## src/rtl/ppbb_ram.sv

```systemverilog
// Simple dual-port byte store with one write port and one registered read port.
`default_nettype none

module ppbb_ram #(
    parameter int DEPTH = 512,
    localparam int AW = $clog2(DEPTH)
) (
    input  wire logic          i_clk,
    input  wire logic          i_wr_en,
    input  wire logic [AW-1:0] i_wr_addr,
    input  wire logic [7:0]    i_wr_data,
    input  wire logic          i_rd_en,
    input  wire logic [AW-1:0] i_rd_addr,
    output logic      [7:0]    o_rd_data
);

    logic [7:0] r_mem [DEPTH];
    logic [7:0] r_rd_data;

    always_ff @(posedge i_clk) begin
        if (i_wr_en) begin
            r_mem[i_wr_addr] <= i_wr_data;
        end
    end

    // Hold the last read word until the next read
    always_ff @(posedge i_clk) begin
        if (i_rd_en) begin
            r_rd_data <= r_mem[i_rd_addr];
        end
    end

    assign o_rd_data = r_rd_data;

endmodule

`default_nettype wire

```

## config.mk

```make
export PLATFORM = sky130hd
export DESIGN_NAME = ppbb_ram
export DESIGN_NICKNAME = d
export VERILOG_FILES = /design/src/rtl/ppbb_ram.sv
export SDC_FILE = /design/constraint.sdc
export NUM_CORES = 2
export LEC_CHECK = 0
export ABC_AREA = 1
export BUFFER_PORTS_ARGS = -buffer_cell sky130_fd_sc_hd__buf_4
export CORE_ASPECT_RATIO = 0.8
export CORE_MARGIN = 2
export CORE_UTILIZATION = 30
export DETAILED_ROUTE_END_ITERATION = 7
export MAX_ROUTING_LAYER = met4
export PLACE_DENSITY = 0.52
export SLEW_MARGIN = 20
export SYNTH_ARGS = -nofsm -noshare
export SYNTH_HDL_FRONTEND = slang
export SYNTH_SLANG_ARGS = --single-unit
```

## constraint.sdc

```tcl
create_clock -name i_clk -period 2.7 [get_ports i_clk]
set_clock_uncertainty 0.05 [all_clocks]
set_input_delay 0.54 -clock i_clk [delete_from_list [all_inputs] [get_ports i_clk]]
set_output_delay 0.54 -clock i_clk [all_outputs]
set_load 0.05 [all_outputs]
```

==> results.md <==
* Status: complete, but fails checks
* Failing checks: setup timing
* Post-CTS setup buffers at 0
* Chip Width at ~840 µm
* WL final at 530000 µm
* Top area cells in the synthesized netlist: edfxtp_1 (74%), nand3_1 (12%), nand2_1 (9.4%), buf_2 (1.6%), nor2_1 (1.2%)
* CTS Buf Count at just over 400
* CTS max path bufs at 4
* Clock Sinks at 4104
* Post-Synthesis Cells at 13900
* Syn nets at 13900
* Critical Path RT at about 3.4 ns
* CTS tree: yes
* Die area at 0.562 mm²
* Sequential area share after synthesis at ~74%
* Adder-Cell Fraction of Synth Area at 0%
* Initial antenna violation count at 35
* Worst-margin pin slew at 0.821 ns
* Wirelength per Cell at 23.5 µm
* Crit start category: input pin
* Critical path type: input pin to flop
* VDD IR max at around 0.60 mV
* Pin count of the biggest net entering global routing at 112
* Nets at 14800
* Worst-path clk slew at 0.06 ns
* Cell taking the most area after synthesis: edfxtp_1
* Clk Tree Root Cell: clkbuf_16
* Final period util at 102%
* Achievable clock frequency at 364 MHz
* GRT overflow at 0
* Max-slew violations at 0
* Core area at 0.553 mm²
* Crit path DAT at 3.47 ns
* Worst Hold Path Cells at 5
* P_int at 104 mW
* Xor/xnor share of the synthesized area at 0%
* Fillcell total at 53500
* Net switching power at ~32 mW
* Final setup vio count at 2
* First-pass GRT wire length at 761000 µm
* Routed vias at 113000
* Mux cell area share after synthesis at 0%
* Synth Area in Simple Gates at 22.8%
* Fin. Hold Viols at 0
* DIE HEIGHT at around 670 µm
* All-layer global routing usage at 18.7%
* Area grow syn2layout at 18.9%
* Relative slew slack at 45.3%
* Min-Delay Path Class: input pin to flop
* Worst Reg-to-Reg Cells at 11
* Final WS setup at -0.0504 ns
* Ports at 37
* Vias per cell at 5.01
* Row count at around 240
* Sw Share at approximately a quarter
* Dpl ws at -0.916 ns
* Post-Syn Area at 0.167 mm²
* Layout cells sized above 1 at 13.6%
* Max_cap viols at 0
* Clk_lat worst skew at 1.04 ns
* FF+latch count, synth at 4104
* Top cell type's share of synthesized area at about three quarters
* Most frequent cells in the layout: nand2_1 (4145), edfxtp_1 (4104), nand3_1 (4080)
* Pwr Density at 686 mW/mm²
* H-tree depth at 5
* Buffers on Ports at 36
* Commonest non-fill, non-tap cell in the layout: nand2_1
* Final GP Congestion at 0.872
* Unique masters post-synth at 15
* Register area at ~0.12 mm²
* Starting Density at 30.2%
* Leak at 70.0 nW
* Synth warn at 0
* Combinational power share at 7.1%
* Final TNS setup at -0.0765 ns
* Post-DP HPWL at 334000 µm
* Final ANT Viol Nets at 0
* Worst Setup End Kind: flop
* Multi-input gate area at approximately 0.038 mm²
* RSZ-0062 raised after global routing: true
* Pre-Repair DR Iteration Count at 6
* Largest family of logic cells by synthesized area: simple AND/OR/NAND/NOR gates
* Synth Area in Compound Gates at 0%
* Iter 0 DRT Violations at 14400
* DRC viols at 0
* Vias in the first global route at 105000
* Clock power frac at 41.3%
* Critical Path Fanout Max at 50
* Minimum clock period at 2.75 ns
* Flop pwr share at 51.6%
* Mean area per synthesized cell at 12.0 µm²
-- Yosys cell counts --
master    instances
nand3_1        4080
nand2_1        4160
buf_1            82
nor3_1           11
buf_12            1
inv_4             2
buf_6            72
buf_2           517
inv_2             3
inv_1            34
buf_8             4
buf_4           123
edfxtp_1       4104
clkbuf_1        184
nor2_1          514
-- power groups by stage --
stage | sequential (mW) | combinational, mW | clock [mW]
after floorplan | 71.6 | 4.34 | 0
after global placement | 71.6 | 9.57 | 0
after detailed placement | 71.6 | 9.58 | 0
after CTS | 70.2 | 9.61 | 57.0
after global routing | 70.2 | 10.3 | 59.4
final | 70.2 | 9.67 | 56.2
-- cell families after synthesis --
| group | after synthesis |
|---|---|
| buffers and inverters | 1022 |
| AND/OR/NAND/NOR | 8765 |
| flip-flops | 4104 |
-- metrics by stage --
stage / instance area, µm² / cells / hold slack (ns) / power (mW) / utilization (%)
after floorplan: 167000 / 13900 / 0.589 / 75.9 / -
after global placement: 186000 / 21800 / 0.883 / 81.1 / 33.6
after detailed placement: 186000 / 21800 / 0.885 / 81.1 / 33.6
after CTS: 198000 / 22500 / 0.0487 / 137 / 35.9
after global routing: 198000 / 22500 / 0.0986 / 140 / 35.9
final: 198000 / 22500 / 0.126 / 136 / 35.9
-- sequential cells by signal (all words and copies together), names as in the netlist --
name and count:
r_mem 4096, o_rd_data 8
-- final cells by class --
type / count / share of cell area [%]
inverters: 39 / 0.103
flip-flops and latches: 4104 / 62.1
clock inverters: 217 / 1.08
well taps: 7380 / 4.65
diodes: 7 / 0.00883
multi-input cells: 8765 / 19.2
repair buffers: 1500 / 7.46
clock buffers: 503 / 5.35
-- per-layer routing --
metal | track usage [%] | up-vias | share of wire (%)
met1 | 27.7 | 56100 | 45
met4 | 4.50 | 0 | 2.6
met3 | 3.31 | 699 | 9.1
met5 | - | - | 0
li1 | - | 51400 | -
met2 | 26.6 | 4659 | 43
-- final timing paths --
| kind | from | end | slack, ns |
|---|---|---|---|
| worst max register to register | r_mem[31][6] | o_rd_data[6] | 0.17 |
| worst min register to register | r_mem[490][2] | o_rd_data[2] | 1.06 |
| worst max-delay path | i_rd_addr[1] | o_rd_data[6] | -0.05 |
| worst min-delay path | i_rd_addr[6] | o_rd_data[4] | 0.13 |
-- timing repair --
item,4_1_cts,5_1_grt
gates resized for setup,1,0
hold endpoints to repair,125,0
hold buffers,11,0
pin swaps,0,0
endpoints found under the setup margin,1,1
-- critical path, stage by stage --
cell and delay, ns:
buf_8 0.19, buf_12 0.26, buf_12 0.20, buf_12 0.25, nand3_1 0.14, nand3_1 0.20
nand3_1 0.15, nand3_1 0.11, nand3_1 0.25, nand3_1 0.25, nand3_1 0.31, nand3_1 0.30
buf_12 0.13, nand2_1 0.04
No activity file was read; power rests on OpenSTA's default activity.
